### src/sv/sfr_pkg.sv
`timescale 1ns / 1ps
// ----------------------------------------------------------------------------
// sfr_pkg
// Shared types and constants for the stream find-and-replace block.
// ----------------------------------------------------------------------------
package sfr_pkg;

    // Longest pattern and replacement held by the block
    localparam int MAX_PATTERN     = 8;
    localparam int MAX_REPLACEMENT = 8;

    // One item never produces more results than this
    localparam int QUEUE_DEPTH = (MAX_PATTERN > MAX_REPLACEMENT) ? MAX_PATTERN
                                                                  : MAX_REPLACEMENT;

    // Window fill count stays below the pattern length
    localparam int WCNT_W    = $clog2(MAX_PATTERN);
    localparam int QCNT_W    = $clog2(QUEUE_DEPTH + 1);
    localparam int LEN_W     = 4;
    localparam int CFG_W     = 64;
    localparam int CFG_IDX_W = 2;

    // Configuration register indexes
    typedef enum logic [CFG_IDX_W-1:0] {
        CFG_PATTERN_BYTES      = 2'd0,
        CFG_PATTERN_LENGTH     = 2'd1,
        CFG_REPLACEMENT_BYTES  = 2'd2,
        CFG_REPLACEMENT_LENGTH = 2'd3
    } t_cfg_idx;

    // Source of the results loaded for one item
    typedef enum logic [1:0] {
        SRC_WIN  = 2'd0,
        SRC_REP  = 2'd1,
        SRC_MARK = 2'd2
    } t_seq_src;

    typedef struct packed {
        logic [7:0] in_byte;
        logic       in_last;
    } t_in_item;

    typedef struct packed {
        logic [7:0] out_byte;
        logic       out_has_byte;
        logic       out_last;
    } t_out_item;

    // Window cell control
    typedef struct packed {
        logic sel_in;   // this cell is the write position for the new byte
        logic load;     // store the new byte
        logic shift;    // take the neighbor's byte
    } t_win_ctl;

    // Result queue entry and control
    typedef struct packed {
        logic [7:0] data;
        logic       has;
    } t_qent;

    typedef struct packed {
        logic load;
        logic pop;
    } t_q_ctl;

endpackage

### src/sv/sfr_win_cell.sv
`timescale 1ns / 1ps
// ----------------------------------------------------------------------------
// sfr_win_cell
// One byte of the match window: holds a byte, compares it with its pattern
// byte and hands it to the next-older cell on a shift.
// ----------------------------------------------------------------------------
module sfr_win_cell import sfr_pkg::*; (
    input  logic       i_clk,
    input  t_win_ctl   i_ctl,
    input  logic [7:0] i_byte,
    input  logic [7:0] i_next_view,
    input  logic [7:0] i_pat_byte,
    output logic [7:0] o_view,
    output logic       o_eq
);

    logic [7:0] r_byte;
    logic [7:0] n_byte;

    // Window content as seen with the new byte written in place
    assign o_view = i_ctl.sel_in ? i_byte : r_byte;
    assign o_eq   = (o_view == i_pat_byte);

    always_comb begin
        n_byte = r_byte;
        if (i_ctl.shift) begin
            n_byte = i_next_view;
        end else if (i_ctl.load) begin
            n_byte = i_byte;
        end
    end

    always_ff @(posedge i_clk) begin
        r_byte <= n_byte;
    end

endmodule

### src/sv/sfr_out_cell.sv
`timescale 1ns / 1ps
// ----------------------------------------------------------------------------
// sfr_out_cell
// One entry of the result queue: loaded in parallel, shifts toward the
// output on each pop.
// ----------------------------------------------------------------------------
module sfr_out_cell import sfr_pkg::*; (
    input  logic   i_clk,
    input  t_q_ctl i_ctl,
    input  t_qent  i_load_ent,
    input  t_qent  i_next_ent,
    output t_qent  o_ent
);

    t_qent r_ent;
    t_qent n_ent;

    always_comb begin
        n_ent = r_ent;
        if (i_ctl.load) begin
            n_ent = i_load_ent;
        end else if (i_ctl.pop) begin
            n_ent = i_next_ent;
        end
    end

    always_ff @(posedge i_clk) begin
        r_ent <= n_ent;
    end

    assign o_ent = r_ent;

endmodule

### src/sv/stream_find_replace_top.sv
`timescale 1ns / 1ps
// Path: an item's first result goes through the result queue, then the output register.
// Throughput: one item per cycle while each item yields at most one result and the
//   output is not stalled; an item yielding several results (replacement or end-of-string
//   flush) holds the input until the result queue has drained into the output register.
// Reset (synchronous, active low) clears the configuration registers, the window
//   fill count, the result queue count and the output valid.
// ----------------------------------------------------------------------------
// stream_find_replace_top
// Streaming find-and-replace-all: a row of window cells finds the pattern,
// a row of queue cells serializes the results.
// ----------------------------------------------------------------------------
module stream_find_replace_top import sfr_pkg::*; (
    input  logic                 i_clk,
    input  logic                 i_rst_n,
    // input channel
    input  logic                 i_in_valid,
    output logic                 o_in_stall,
    input  t_in_item             i_in_item,
    // output channel
    output logic                 o_out_valid,
    input  logic                 i_out_stall,
    output t_out_item            o_out_item,
    // configuration
    input  logic                 i_cfg_we,
    input  logic [CFG_IDX_W-1:0] i_cfg_idx,
    input  logic [CFG_W-1:0]     i_cfg_data
);

    // Configuration registers
    logic [8*MAX_PATTERN-1:0]     r_pat;
    logic [LEN_W-1:0]             r_plen;
    logic [8*MAX_REPLACEMENT-1:0] r_rep;
    logic [LEN_W-1:0]             r_rlen;

    // Window and queue control state
    logic [WCNT_W-1:0] r_cnt;
    logic [WCNT_W-1:0] n_cnt;
    logic [QCNT_W-1:0] r_qn;
    logic [QCNT_W-1:0] n_qn;
    logic              r_qlast;
    logic              r_ov;
    t_out_item         r_out;

    logic [LEN_W-1:0]  plen_c;
    logic [LEN_W-1:0]  rlen_c;
    logic [LEN_W-1:0]  cnt_inc;
    logic              in_acc;
    logic              q_pop;
    logic              pass;
    logic              full;
    logic              match;
    logic              hit;
    logic              shift_mode;
    logic              keep_mode;
    logic              last;
    t_seq_src          src;
    logic [QCNT_W-1:0] seq_len;

    logic [7:0]        view [MAX_PATTERN];
    logic              eq   [MAX_PATTERN];
    t_qent             qent [QUEUE_DEPTH];
    t_q_ctl            q_ctl;

    // Clamp lengths to what the cells hold
    assign plen_c = (r_plen > LEN_W'(MAX_PATTERN)) ? LEN_W'(MAX_PATTERN) : r_plen;
    assign rlen_c = (r_rlen > LEN_W'(MAX_REPLACEMENT)) ? LEN_W'(MAX_REPLACEMENT) : r_rlen;

    // Handshakes: take an item once the queue is empty or drains its last entry now
    assign q_pop      = (r_qn != '0) && (!r_ov || !i_out_stall);
    assign o_in_stall = !((r_qn == '0) || ((r_qn == QCNT_W'(1)) && q_pop));
    assign in_acc     = i_in_valid && !o_in_stall;
    assign last       = i_in_item.in_last;

    // Window decision
    assign cnt_inc = LEN_W'(r_cnt) + LEN_W'(1);
    assign pass    = (plen_c == '0);
    assign full    = (cnt_inc >= plen_c);

    always_comb begin
        match = 1'b1;
        for (int i = 0; i < MAX_PATTERN; i++) begin
            if ((LEN_W'(i) < plen_c) && !eq[i]) begin
                match = 1'b0;
            end
        end
    end

    assign hit        = !pass && full && match;
    assign shift_mode = !pass && full && !match && !last;
    assign keep_mode  = !pass && !full && !last;

    // Results caused by this item
    always_comb begin
        src     = SRC_WIN;
        seq_len = '0;
        if (pass) begin
            seq_len = QCNT_W'(cnt_inc);
        end else if (hit) begin
            src     = SRC_REP;
            seq_len = QCNT_W'(rlen_c);
        end else if (full) begin
            seq_len = last ? QCNT_W'(cnt_inc) : QCNT_W'(1);
        end else begin
            seq_len = last ? QCNT_W'(cnt_inc) : QCNT_W'(0);
        end
        // empty end marker
        if (last && (seq_len == '0)) begin
            src     = SRC_MARK;
            seq_len = QCNT_W'(1);
        end
    end

    // Window cell row
    for (genvar i = 0; i < MAX_PATTERN; i++) begin : g_win
        t_win_ctl   ctl;
        logic [7:0] next_view;

        assign ctl.sel_in = (r_cnt == WCNT_W'(i));
        assign ctl.load   = in_acc && keep_mode && ctl.sel_in;
        assign ctl.shift  = in_acc && shift_mode;

        if (i < MAX_PATTERN - 1) begin : g_mid
            assign next_view = view[i+1];
        end else begin : g_end
            assign next_view = 8'h00;
        end

        sfr_win_cell u_cell (
            .i_clk       (i_clk),
            .i_ctl       (ctl),
            .i_byte      (i_in_item.in_byte),
            .i_next_view (next_view),
            .i_pat_byte  (r_pat[8*i +: 8]),
            .o_view      (view[i]),
            .o_eq        (eq[i])
        );
    end

    // Result queue cell row
    assign q_ctl.load = in_acc;
    assign q_ctl.pop  = q_pop;

    for (genvar j = 0; j < QUEUE_DEPTH; j++) begin : g_q
        t_qent load_ent;
        t_qent next_ent;

        always_comb begin
            load_ent = '{data: 8'h00, has: 1'b1};
            case (src)
                SRC_REP: begin
                    if (j < MAX_REPLACEMENT) begin
                        load_ent.data = r_rep[8*j +: 8];
                    end
                end
                SRC_WIN: begin
                    if (j < MAX_PATTERN) begin
                        load_ent.data = view[j];
                    end
                end
                SRC_MARK: begin
                    load_ent.has = 1'b0;
                end
                default: begin
                    load_ent.has = 1'b0;
                end
            endcase
        end

        if (j < QUEUE_DEPTH - 1) begin : g_mid
            assign next_ent = qent[j+1];
        end else begin : g_end
            assign next_ent = '{data: 8'h00, has: 1'b0};
        end

        sfr_out_cell u_cell (
            .i_clk      (i_clk),
            .i_ctl      (q_ctl),
            .i_load_ent (load_ent),
            .i_next_ent (next_ent),
            .o_ent      (qent[j])
        );
    end

    // Next window count and queue count
    always_comb begin
        n_cnt = r_cnt;
        if (in_acc) begin
            if (shift_mode) begin
                n_cnt = r_cnt;
            end else if (keep_mode) begin
                n_cnt = r_cnt + WCNT_W'(1);
            end else begin
                n_cnt = '0;
            end
        end
        if (i_cfg_we && ((t_cfg_idx'(i_cfg_idx) == CFG_PATTERN_BYTES) ||
                         (t_cfg_idx'(i_cfg_idx) == CFG_PATTERN_LENGTH))) begin
            n_cnt = '0;
        end
    end

    always_comb begin
        n_qn = r_qn;
        if (in_acc) begin
            n_qn = seq_len;
        end else if (q_pop) begin
            n_qn = r_qn - QCNT_W'(1);
        end
    end

    // Control registers
    always_ff @(posedge i_clk) begin
        if (!i_rst_n) begin
            r_cnt   <= '0;
            r_qn    <= '0;
            r_qlast <= 1'b0;
            r_ov    <= 1'b0;
        end else begin
            r_cnt <= n_cnt;
            r_qn  <= n_qn;
            if (in_acc) begin
                r_qlast <= last;
            end
            if (q_pop) begin
                r_ov <= 1'b1;
            end else if (!i_out_stall) begin
                r_ov <= 1'b0;
            end
        end
    end

    // Configuration registers
    always_ff @(posedge i_clk) begin
        if (!i_rst_n) begin
            r_pat  <= '0;
            r_plen <= '0;
            r_rep  <= '0;
            r_rlen <= '0;
        end else if (i_cfg_we) begin
            case (t_cfg_idx'(i_cfg_idx))
                CFG_PATTERN_BYTES:      r_pat  <= i_cfg_data[8*MAX_PATTERN-1:0];
                CFG_PATTERN_LENGTH:     r_plen <= i_cfg_data[LEN_W-1:0];
                CFG_REPLACEMENT_BYTES:  r_rep  <= i_cfg_data[8*MAX_REPLACEMENT-1:0];
                CFG_REPLACEMENT_LENGTH: r_rlen <= i_cfg_data[LEN_W-1:0];
                default: begin
                end
            endcase
        end
    end

    // Output register
    always_ff @(posedge i_clk) begin
        if (q_pop) begin
            r_out.out_byte     <= qent[0].data;
            r_out.out_has_byte <= qent[0].has;
            r_out.out_last     <= r_qlast && (r_qn == QCNT_W'(1));
        end
    end

    assign o_out_valid = r_ov;
    assign o_out_item  = r_out;

endmodule

### config.mk
export PLATFORM = sky130hd
export DESIGN_NAME = stream_find_replace_top
export DESIGN_NICKNAME = d
export VERILOG_FILES = /design/src/sv/sfr_pkg.sv /design/src/sv/sfr_win_cell.sv /design/src/sv/sfr_out_cell.sv /design/src/sv/stream_find_replace_top.sv
export SDC_FILE = /design/constraint.sdc
export NUM_CORES = 1
export LEC_CHECK = 0
export BUFFER_PORTS_ARGS = -buffer_cell sky130_fd_sc_hd__buf_2
export CAP_MARGIN = 20
export CORE_MARGIN = 2
export CORE_UTILIZATION = 35
export CTS_BUF_LIST = sky130_fd_sc_hd__clkbuf_16
export DETAILED_ROUTE_END_ITERATION = 8
export GPL_TIMING_DRIVEN = 1
export PLACE_DENSITY = 0.57
export SYNTH_ARGS = -nofsm -noshare
export SYNTH_HDL_FRONTEND = slang
export SYNTH_SLANG_ARGS = --single-unit
### constraint.sdc
create_clock -name i_clk -period 4.3 [get_ports i_clk]
set_input_delay 0.215 -clock i_clk [delete_from_list [all_inputs] [get_ports i_clk]]
set_output_delay 0.215 -clock i_clk [all_outputs]
set_load 0.05 [all_outputs]
==> results of run 1 <==
==> sequential cells by signal, indices dropped and copies added (netlist names) <==
signal and cells:
o_out_item 10, r_plen 4, r_cnt 3, r_rlen 4, r_qn 4, r_rep 64
o_out_valid 1, g_q.u_cell.o_ent 72, r_qlast 1, g_win.u_cell.r_byte 64, r_pat 64
==> what timing repair did <==
action                                 4_1_cts  5_1_grt
endpoints found under the hold margin      123        0
hold buffers                                63        0
gates cloned                                 0        0
setup endpoints to repair                   80      124
resized for setup                            1        8
==> power breakdown <==
| group | leakage (µW) | internal (µW) | total, µW | switching (µW) |
|---|---|---|---|---|
| clock network | 0.000554 | 1550 | 2720 | 1170 |
| logic | 0.00336 | 635 | 2050 | 1420 |
| registers | 0.00258 | 3660 | 3850 | 191 |
| total | 0.00650 | 5850 | 8630 | 2780 |
==> worst paths after layout <==
| check | end | slack [ns] |
|---|---|---|
| setup / recovery | g_win[4].u_cell.r_byte[0] | 0.20 |
| setup reg to reg | g_win[4].u_cell.r_byte[0] | 0.20 |
| hold reg to reg | o_out_item[1] | 0.42 |
| hold / removal | r_pat[0] | 0.01 |
==> cells in the final DEF (no fill, tap or decap), drive strengths merged, types with 17 or more instances in the layout <==
| cell | Yosys | routed |
|---|---|---|
| mux2 | 58 | 58 |
| nand2 | 373 | 373 |
| o31ai | 39 | 39 |
| o41ai | 17 | 17 |
| clkbuf | 97 | 37 |
| nor2 | 68 | 68 |
| inv | 37 | 50 |
| o22ai | 26 | 26 |
| xnor2 | 32 | 32 |
| mux2i | 63 | 63 |
| a31oi | 39 | 39 |
| dlygate4sd3 | 0 | 63 |
| buf | 28 | 147 |
| dfxtp | 153 | 153 |
| edfxtp | 138 | 138 |
| a21oi | 194 | 194 |
==> worst register-to-register path: stages (launching register included) <==
cell and delay [ns]:
sky130_fd_sc_hd__dfxtp_1 0.41, sky130_fd_sc_hd__ha_1 0.21, sky130_fd_sc_hd__ha_1 0.17, sky130_fd_sc_hd__buf_4 0.24, sky130_fd_sc_hd__mux2i_1 0.41, sky130_fd_sc_hd__xnor2_1 0.19, sky130_fd_sc_hd__nor4_1 0.09, sky130_fd_sc_hd__buf_4 0.15
sky130_fd_sc_hd__nand4_1 0.09, sky130_fd_sc_hd__a221o_1 0.22, sky130_fd_sc_hd__nor2_1 0.10, sky130_fd_sc_hd__a2111oi_4 0.52, sky130_fd_sc_hd__buf_4 0.26, sky130_fd_sc_hd__and2_1 0.39, sky130_fd_sc_hd__mux2_2 0.39
==> layer usage <==
layer	global-route usage, %	share of wire [%]	vias to the layer above
met2	32.5	45	393
met1	29.4	47	5727
met4	5.92	2.0	0
li1	-	-	5747
met3	2.43	5.5	71
met5	0	0	-
==> per-stage QoR <==
step / hold slack, ns / TNS (ns) / power (µW)
floorplan: 0.333 / 0 / 5200
global placement: 0.405 / -0.0385 / 5850
detailed placement: 0.407 / -3.12 / 5890
CTS: 0.00150 / 0 / 8670
global route: 0.00853 / -0.113 / 9030
finish: 0.0103 / 0 / 8630
==> kinds of logic after synthesis <==
group | count (synthesis) | share of synthesized area [%]
AOI/OAI and AO/OA | 389 | 16.7
DFF | 291 | 50.2
muxes | 121 | 8.94
buffers and inverters | 163 | 4.50
adders and majority gates | 13 | 1.13
xor gates and xnor gates | 45 | 2.75
and+or+nand+nor | 535 | 15.8
==> final cells by class <==
cell class	instances	area share (%)
well taps	532	3.86
multi-input cells	1103	38.4
clock inverters	25	0.676
inverters	38	0.843
repair buffers	210	9.04
flip-flops and latches	291	41.8
clock buffers	37	5.38
==> impl_metrics.ini, run 1 <==
[status]
run_status = finished clean

[clocking]
cts_buffer_depth = 3
post_cts.repair.setup_buffers = 0
cts_made_buffers = 34
htree_levels = 2
numClockSinks = 291
cts.root.buffer_cell = sky130_fd_sc_hd__clkbuf_16
insertion_delay_ns = 0.52
tritoncts = done
cts.reportedPaths.clkPinSlew_ns = 0.06

[cells_and_area]
finalNetCount = 1771
drive_gt1_share_pct = 14.3
nFillCells = 3979
finish.instance_area_um2 = 17200
syn_to_final_growth_pct = 20.0
number_of_inserted_diodes = 0
layout.core_utilization_pct = 42.4
footprint_of_the_multi_input_gates_um2 = 6610
seqCellArea_um2 = 7210
finish.cell_count_without_fillers = 2236

[detailed_routing]
wl_per_cell_um = 19.7
vias_per_cell = 5.34
route.final.wire_length_um = 44100
drt_iter0_markers = 1126
drc = 0
number_of_antenna_violating_nets_in_the_routed_design = 0
firstDrtPassIters = 8
total_number_of_vias = 11900

[grt]
overflow = 0
grt_start_max_net_pins = 78
groute.usage.overall_pct = 20.5
first_global_vias = 11400
grt_antenna_before_repair = 0
grt_pass1_wl_um = 67200

[synth]
mappedNetlistArea_um2 = 14400
most_frequent_cell_after_synthesis = sky130_fd_sc_hd__nand2_1
async_reset_ff_share_pct = 0
netlist_top_cells_area = sky130_fd_sc_hd__edfxtp_1 29%, sky130_fd_sc_hd__dfxtp_1 21%, sky130_fd_sc_hd__nand2_1 9.7%
avgSynthCellArea_um2 = 9.22
syn_inst = 1557
yosys_warnings = 0
ys_seq_elements = 291
synth.yosys.seq_area_share_pct = 50.2
commonest_cells_in_the_synthesized_netlist = 372 x sky130_fd_sc_hd__nand2_1, 194 x sky130_fd_sc_hd__a21oi_1, 153 x sky130_fd_sc_hd__dfxtp_1
synth_top_cell_by_area = sky130_fd_sc_hd__edfxtp_1
synth.net_count = 1650
synth_cell_types = 60
synth_top_area_share_pct = 28.9
synth_enable_flop_cells = 138
synth_ff_type = sky130_fd_sc_hd__dfxtp_1

[placed_design]
place.detailed.instances = 2110
io_buffer_count = 91
placed_cell_area_um2 = 15500
final_estimated_routing_congestion_in_global_placement = 0.918
pre_cts_slack_ns = -0.156
hpwl_dp_um = 30400

[sta]
finalSetupViolations = 0
period_utilization_pct = 95.4
period_minus_slack_ns = 4.10
final-hold-violation-count = 0
worst_slew_pin_tran_ns = 0.938
fmaxAchievable_mhz = 244
postLayoutSetupSlackWorst_ns = 0.197
clock-skew-final_ns = 0.0130
report.final.slew_viol_count = 0
maxSlewHeadroom_pct = 37.3

[die]
row_count = 74
floorplan.die.height_um = 207
floorplan.die_area_um2 = 42700
design.core.area_um2 = 40600
starting_utilization_of_the_core_area_pct = 35.3
io_pins = 92
die-width_um = 207

[worst_setup_path]
timing.critical_path.cells = ha_1 -> ha_1 -> buf_4 -> mux2i_1 -> xnor2_1 -> nor4_1 -> buf_4 -> nand4_1 -> a221o_1 -> nor2_1 -> a2111oi_4 -> buf_4 -> and2_1 -> mux2_2
crit_start = r_cnt[0]
timing.critical_path.slowest_cell_delay_ns = 0.52
reg2reg_from = r_cnt[0]
start_kind = flop
worstSetupPathType = flop to flop
critPathMaxFanout = 11
critPathCaptureType = flop
critical-path-slowest-cell = sky130_fd_sc_hd__a2111oi_4
timing.critical_path.buf_inv = 3
timing.critical_path.arrival_ns = 4.37
cp.required_ns = 4.57
critical-path-top-delay-family = multiplexers
worst_r2r_path_depth = 14
critical_path_cell_count = 14
most_used_cell_along_the_critical_path = sky130_fd_sc_hd__buf_4

[worst_hold_path]
min-delay-start = i_cfg_data[0]
min_delay_path_depth = 3
worst_hold_path_type = input port to flop

[run]
drv.max_cap_violation_count = 0

[pwr]
total_leakage_power_uw = 0.00650
max-vdd-ir-drop_v = 0.000369
power_density_normalized_to_cell_area_nw_per_um2 = 501
Note: power is estimated with default switching activity, not from simulation.
==> run 2: changes to the inputs <==
--- a/config.mk
+++ b/config.mk
@@ -6,8 +6,7 @@
 export NUM_CORES = 1
 export LEC_CHECK = 0
 export BUFFER_PORTS_ARGS = -buffer_cell sky130_fd_sc_hd__buf_2
-export CAP_MARGIN = 20
-export CORE_MARGIN = 2
+export CAP_MARGIN = 10
 export CORE_UTILIZATION = 35
 export CTS_BUF_LIST = sky130_fd_sc_hd__clkbuf_16
 export DETAILED_ROUTE_END_ITERATION = 8
==> impl_metrics.ini, run 2 (synthesis results as in run 1) <==
[sta]
finalSetupViolations = 0
hold_ws_ns = 0.131
period_utilization_pct = 94.3
maxSlewHeadroom_pct = 25.0
worst_slew_pin_tran_ns = 1.13
report.final.slew_viol_count = 0
fmaxAchievable_mhz = 247
period_minus_slack_ns = 4.05
final-hold-violation-count = 0
rsz_0062_raised_after_global_routing = no
clock-skew-final_ns = 0.0104

[cells_and_area]
syn_to_final_growth_pct = 21.1
layout_common_cells = 371 x sky130_fd_sc_hd__nand2_1, 194 x sky130_fd_sc_hd__a21oi_1, 153 x sky130_fd_sc_hd__dfxtp_1
finish.cell_count_without_fillers = 2241
drive_gt1_share_pct = 14.6
number_of_inserted_diodes = 0
leading_cell_type_in_the_layout_fill_and_taps_excluded = sky130_fd_sc_hd__nand2_1
finish.instance_area_um2 = 17400
finalNetCount = 1783
layout.core_utilization_pct = 43.3
largest_reg_flops = 72

[grt]
groute.usage.overall_pct = 21.4
first_global_vias = 11900
grt_pass1_wl_um = 68800
grt_start_max_net_pins = 87
overflow = 0
grt_antenna_before_repair = 0

[worst_setup_path]
worstSetupPathType = flop to flop
critPathCaptureType = flop
timing.critical_path.arrival_ns = 4.47
critPathMaxFanout = 32
start_kind = flop
cp.required_ns = 4.72

[pwr]
p_sw_uw = 2790
max-vdd-ir-drop_v = 0.000401
part_of_the_power_in_combinational_logic_pct = 23.6
clockPowerShare_pct = 32.9
internal_power_uw = 6090
seq_power_share_pct = 43.5
total_leakage_power_uw = 0.00658
p_sw_share_pct = 31.5
power_density_normalized_to_cell_area_nw_per_um2 = 511

[placed_design]
placed_cell_area_um2 = 15600
io_buffer_count = 91
hpwl_dp_um = 30800
place.detailed.instances = 2112
final_estimated_routing_congestion_in_global_placement = 0.910

[die]
design.core.area_um2 = 40100
floorplan.die_area_um2 = 41800
row_count = 73
floorplan.die.height_um = 205
io_pins = 92
starting_utilization_of_the_core_area_pct = 35.8
die-width_um = 205

[clocking]
cts.root.buffer_cell = sky130_fd_sc_hd__clkbuf_16
cts_buffer_depth = 3
insertion_delay_ns = 0.54
htree_levels = 2
numClockSinks = 291
cts.reportedPaths.clkPinSlew_ns = 0.06
cts_made_buffers = 35
post_cts.repair.setup_buffers = 0
tritoncts = done

[run]
drv.max_cap_violation_count = 0

[detailed_routing]
drc = 0
total_number_of_vias = 12100
wl_per_cell_um = 19.9
route.final.wire_length_um = 44700
number_of_antenna_violating_nets_in_the_routed_design = 0
firstDrtPassIters = 5
vias_per_cell = 5.39
drt_iter0_markers = 958

[status]
run_status = finished clean

[worst_hold_path]
worst_hold_path_type = input port to flop
-- run 2: layout make-up --
class | instances | area [µm²]
fill | 3866 | 22700
tap | 525 | 657
clock inverter | 24 | 155
clock buffer | 39 | 976
inverter | 38 | 145
multi-input combinational | 1103 | 6580
sequential | 291 | 7210
timing repair buffer | 221 | 1660
-- run 2: metal layers --
| layer | part of all wire (%) | wire, µm | vias to the layer above | global-route usage (%) |
|---|---|---|---|---|
| met5 | 0 | 0 | - | 0 |
| met4 | 3.9 | 1750 | 0 | 9.51 |
| met3 | 5.0 | 2250 | 103 | 2.83 |
| met2 | 46 | 20700 | 392 | 34.6 |
| met1 | 45 | 20000 | 5819 | 28.5 |
| li1 | - | - | 5774 | - |
-- run 2: path summary, 6_finish.rpt --
path | start | endpoint | slack, ns | cells after the start
worst max-delay path | r_cnt[1] | g_q[5].u_cell.o_ent[5] | 0.25 | 14
worst min-delay path | i_in_item[3] | g_win[7].u_cell.r_byte[2] | 0.13 | 3
worst max register to register | r_cnt[1] | g_q[5].u_cell.o_ent[5] | 0.25 | 14
worst min register to register | g_q[0].u_cell.o_ent[2] | o_out_item[3] | 0.42 | 0
-- run 2: power by group through the flow --
stage | clock network, µW | logic [µW] | registers (µW)
after detailed placement | 0 | 2030 | 3920
after CTS | 2980 | 2090 | 3870
after floorplan | 0 | 1140 | 4060
final | 2920 | 2090 | 3870
after global placement | 0 | 2020 | 3920
after global routing | 3080 | 2290 | 3920
-- run 2: what timing repair did --
action                     in CTS  in global routing
gates resized for setup         2                  5
hold endpoints to repair      131                  0
setup endpoints to repair       8                 27
hold buffers                   66                  0
-- run 2: worst max-delay path, stage by stage, from the launching register on --
cell and delay (ns):
sky130_fd_sc_hd__dfxtp_1 0.33, sky130_fd_sc_hd__inv_1 0.11, sky130_fd_sc_hd__ha_1 0.37, sky130_fd_sc_hd__nand2b_1 0.25
sky130_fd_sc_hd__buf_4 0.24, sky130_fd_sc_hd__nor4_1 0.24, sky130_fd_sc_hd__o211ai_1 0.14, sky130_fd_sc_hd__a2111o_1 0.39
sky130_fd_sc_hd__a221o_1 0.42, sky130_fd_sc_hd__nor4_4 0.20, sky130_fd_sc_hd__nand2_2 0.14, sky130_fd_sc_hd__mux2i_4 0.24
sky130_fd_sc_hd__buf_12 0.19, sky130_fd_sc_hd__o41ai_1 0.47, sky130_fd_sc_hd__buf_4 0.18
-- run 2: per-stage QoR --
stage               setup TNS (ns)  setup WS, ns  power, µW
detailed placement          -0.483        -0.161       5960
CTS                              0        0.0862       8940
global route                     0        0.0271       9290
global placement           -0.0486       -0.0265       5940
floorplan                        0         0.556       5200
finish                           0         0.246       8890
==> run 3: changes to the inputs <==
--- a/config.mk
+++ b/config.mk
@@ -11,6 +11,7 @@
 export CTS_BUF_LIST = sky130_fd_sc_hd__clkbuf_16
 export DETAILED_ROUTE_END_ITERATION = 8
 export GPL_TIMING_DRIVEN = 1
+export MAX_ROUTING_LAYER = met4
 export PLACE_DENSITY = 0.57
 export SYNTH_ARGS = -nofsm -noshare
 export SYNTH_HDL_FRONTEND = slang
==> impl_metrics.ini, run 3 (synthesis results as in run 1) <==
[placed_design]
io_buffer_count = 91
final_estimated_routing_congestion_in_global_placement = 0.928
pre_cts_slack_ns = 0.0273
hpwl_dp_um = 31200

[sta]
worst_slew_pin_tran_ns = 1.04
clock-skew-final_ns = 0.0232
fmaxAchievable_mhz = 244
period_utilization_pct = 95.3
postLayoutSetupSlackWorst_ns = 0.201
report.final.slew_viol_count = 0
final-hold-violation-count = 0
finalSetupViolations = 0
setup_tns_ns = 0
period_minus_slack_ns = 4.10
rsz_0062_raised_after_global_routing = no
maxSlewHeadroom_pct = 31.0

[clocking]
cts.root.buffer_cell = sky130_fd_sc_hd__clkbuf_16
post_cts.repair.setup_buffers = 0
cts.reportedPaths.clkPinSlew_ns = 0.06
tritoncts = done
cts_buffer_depth = 3
numClockSinks = 291
cts_made_buffers = 34
htree_levels = 2
insertion_delay_ns = 0.54

[die]
design.core.area_um2 = 40100
floorplan.die_area_um2 = 41800
die-width_um = 205
row_count = 73
floorplan.die.height_um = 205
starting_utilization_of_the_core_area_pct = 35.8
io_pins = 92

[worst_setup_path]
critical-path-slowest-cell = sky130_fd_sc_hd__mux2i_1
timing.critical_path.arrival_ns = 4.51
critPathMaxFanout = 32
most_used_cell_along_the_critical_path = sky130_fd_sc_hd__buf_4
critPathCaptureType = flop
worstSetupPathType = flop to flop
start_kind = flop
critical-path-top-delay-family = compound AO/OA/AOI/OAI gates
timing.critical_path.cells = ha_1 -> ha_1 -> buf_4 -> mux2i_1 -> xnor2_1 -> nor4_1 -> buf_4 -> nand4_1 -> a221o_1 -> nor4_4 -> nand2_2 -> mux2i_4 -> buf_12 -> a2111oi_0 -> buf_4
timing.critical_path.slowest_cell_delay_ns = 0.52
cp.required_ns = 4.71
timing.critical_path.buf_inv = 4

[pwr]
total_leakage_power_uw = 0.00655
seq_power_share_pct = 44.8
part_of_the_power_in_combinational_logic_pct = 23.9
power_density_normalized_to_cell_area_nw_per_um2 = 502
clockPowerShare_pct = 31.2
p_sw_uw = 2780
max-vdd-ir-drop_v = 0.000383
internal_power_uw = 5890
p_sw_share_pct = 32.1

[cells_and_area]
nFillCells = 3908
syn_to_final_growth_pct = 20.3
largest_reg_flops = 72
seqCellArea_um2 = 7210
layout_common_cells = 371 x sky130_fd_sc_hd__nand2_1, 194 x sky130_fd_sc_hd__a21oi_1, 153 x sky130_fd_sc_hd__dfxtp_1
leading_cell_type_in_the_layout_fill_and_taps_excluded = sky130_fd_sc_hd__nand2_1
drive_gt1_share_pct = 14.6
footprint_of_the_multi_input_gates_um2 = 6580
finalNetCount = 1783
number_of_inserted_diodes = 0

[grt]
groute.usage.overall_pct = 22.0
overflow = 0
grt_start_max_net_pins = 73
first_global_vias = 11700
grt_antenna_before_repair = 1
grt_pass1_wl_um = 69200

[detailed_routing]
route.final.wire_length_um = 44600
wl_per_cell_um = 19.9
firstDrtPassIters = 5
number_of_antenna_violating_nets_in_the_routed_design = 0
total_number_of_vias = 12000
drt_iter0_markers = 961
drc = 0
vias_per_cell = 5.36

[worst_hold_path]
worst_hold_path_type = input port to flop

[status]
run_status = finished clean

[run]
drv.max_cap_violation_count = 0
-- run 3: cell count changes in the layout (fill, tap and decap cells not counted), moves of 2 or more --
cell,change
sky130_fd_sc_hd__clkbuf_16,-4
sky130_fd_sc_hd__inv_2,+4
sky130_fd_sc_hd__buf_4,+3
sky130_fd_sc_hd__inv_1,+3
sky130_fd_sc_hd__a2111oi_0,+2
sky130_fd_sc_hd__clkinv_1,-2
sky130_fd_sc_hd__clkinv_2,-2
sky130_fd_sc_hd__dlygate4sd3_1,-2
sky130_fd_sc_hd__inv_6,+2
-- run 3: power groups by stage --
stage | registers [µW] | clock network [µW] | logic, µW
final | 3880 | 2710 | 2070
after CTS | 3880 | 2760 | 2080
after global routing | 3930 | 2890 | 2280
after detailed placement | 3940 | 0 | 2030
after global placement | 3930 | 0 | 2000
after floorplan | 4060 | 0 | 1140
-- run 3: timing repair --
action                                  4_1_cts  5_1_grt
hold endpoints to repair                    127        0
gates resized for setup                       0        4
hold buffers                                 64        0
endpoints found under the setup margin        0      163
-- run 3: per-stage QoR --
step	total power (µW)	cell area, µm²	hold WS, ns	instances	util, %
final	8670	17300	0.0131	2241	43.1
after detailed placement	5970	15600	0.405	2115	38.9
after CTS	8730	17300	0.000906	2241	43.0
after floorplan	5200	14400	0.333	1557	-
after global routing	9100	17300	0.00399	2241	43.1
after global placement	5940	15600	0.403	2115	38.9
-- run 3: layer usage --
metal  wire length [µm]  GRT usage, %  share of wire (%)  vias to the layer above
li1                   -             -                  -                     5771
met1              20700          29.5                 46                     5787
met2              20600          35.0                 46                      379
met3               2140          2.74                4.8                       84
met4               1090          6.21                2.5                        0
met5                  0             -                  0                        -
-- run 3: worst min-delay path, stage by stage --
cell and delay, ns:
sky130_fd_sc_hd__buf_2 0.09, sky130_fd_sc_hd__nand2_1 0.09, sky130_fd_sc_hd__a31oi_1 0.08
-- run 3: layout make-up --
class | instances | share of cell area, %
clock buffers | 35 | 5.07
clock inverters | 27 | 0.891
inverters | 38 | 0.840
multi-input cells | 1103 | 38.1
flip-flops and latches | 291 | 41.7
well taps | 525 | 3.80
repair buffers | 222 | 9.62
-- run 3: path summary, 6_finish.rpt --
check / from / endpoint / slack [ns] / cells past startpoint
max: r_cnt[0] / g_q[7].u_cell.o_ent[2] / 0.20 / 15
min: i_out_stall / o_out_valid / 0.01 / 3
max reg2reg: r_cnt[0] / g_q[7].u_cell.o_ent[2] / 0.20 / 15
min reg2reg: g_q[0].u_cell.o_ent[2] / o_out_item[3] / 0.42 / 0
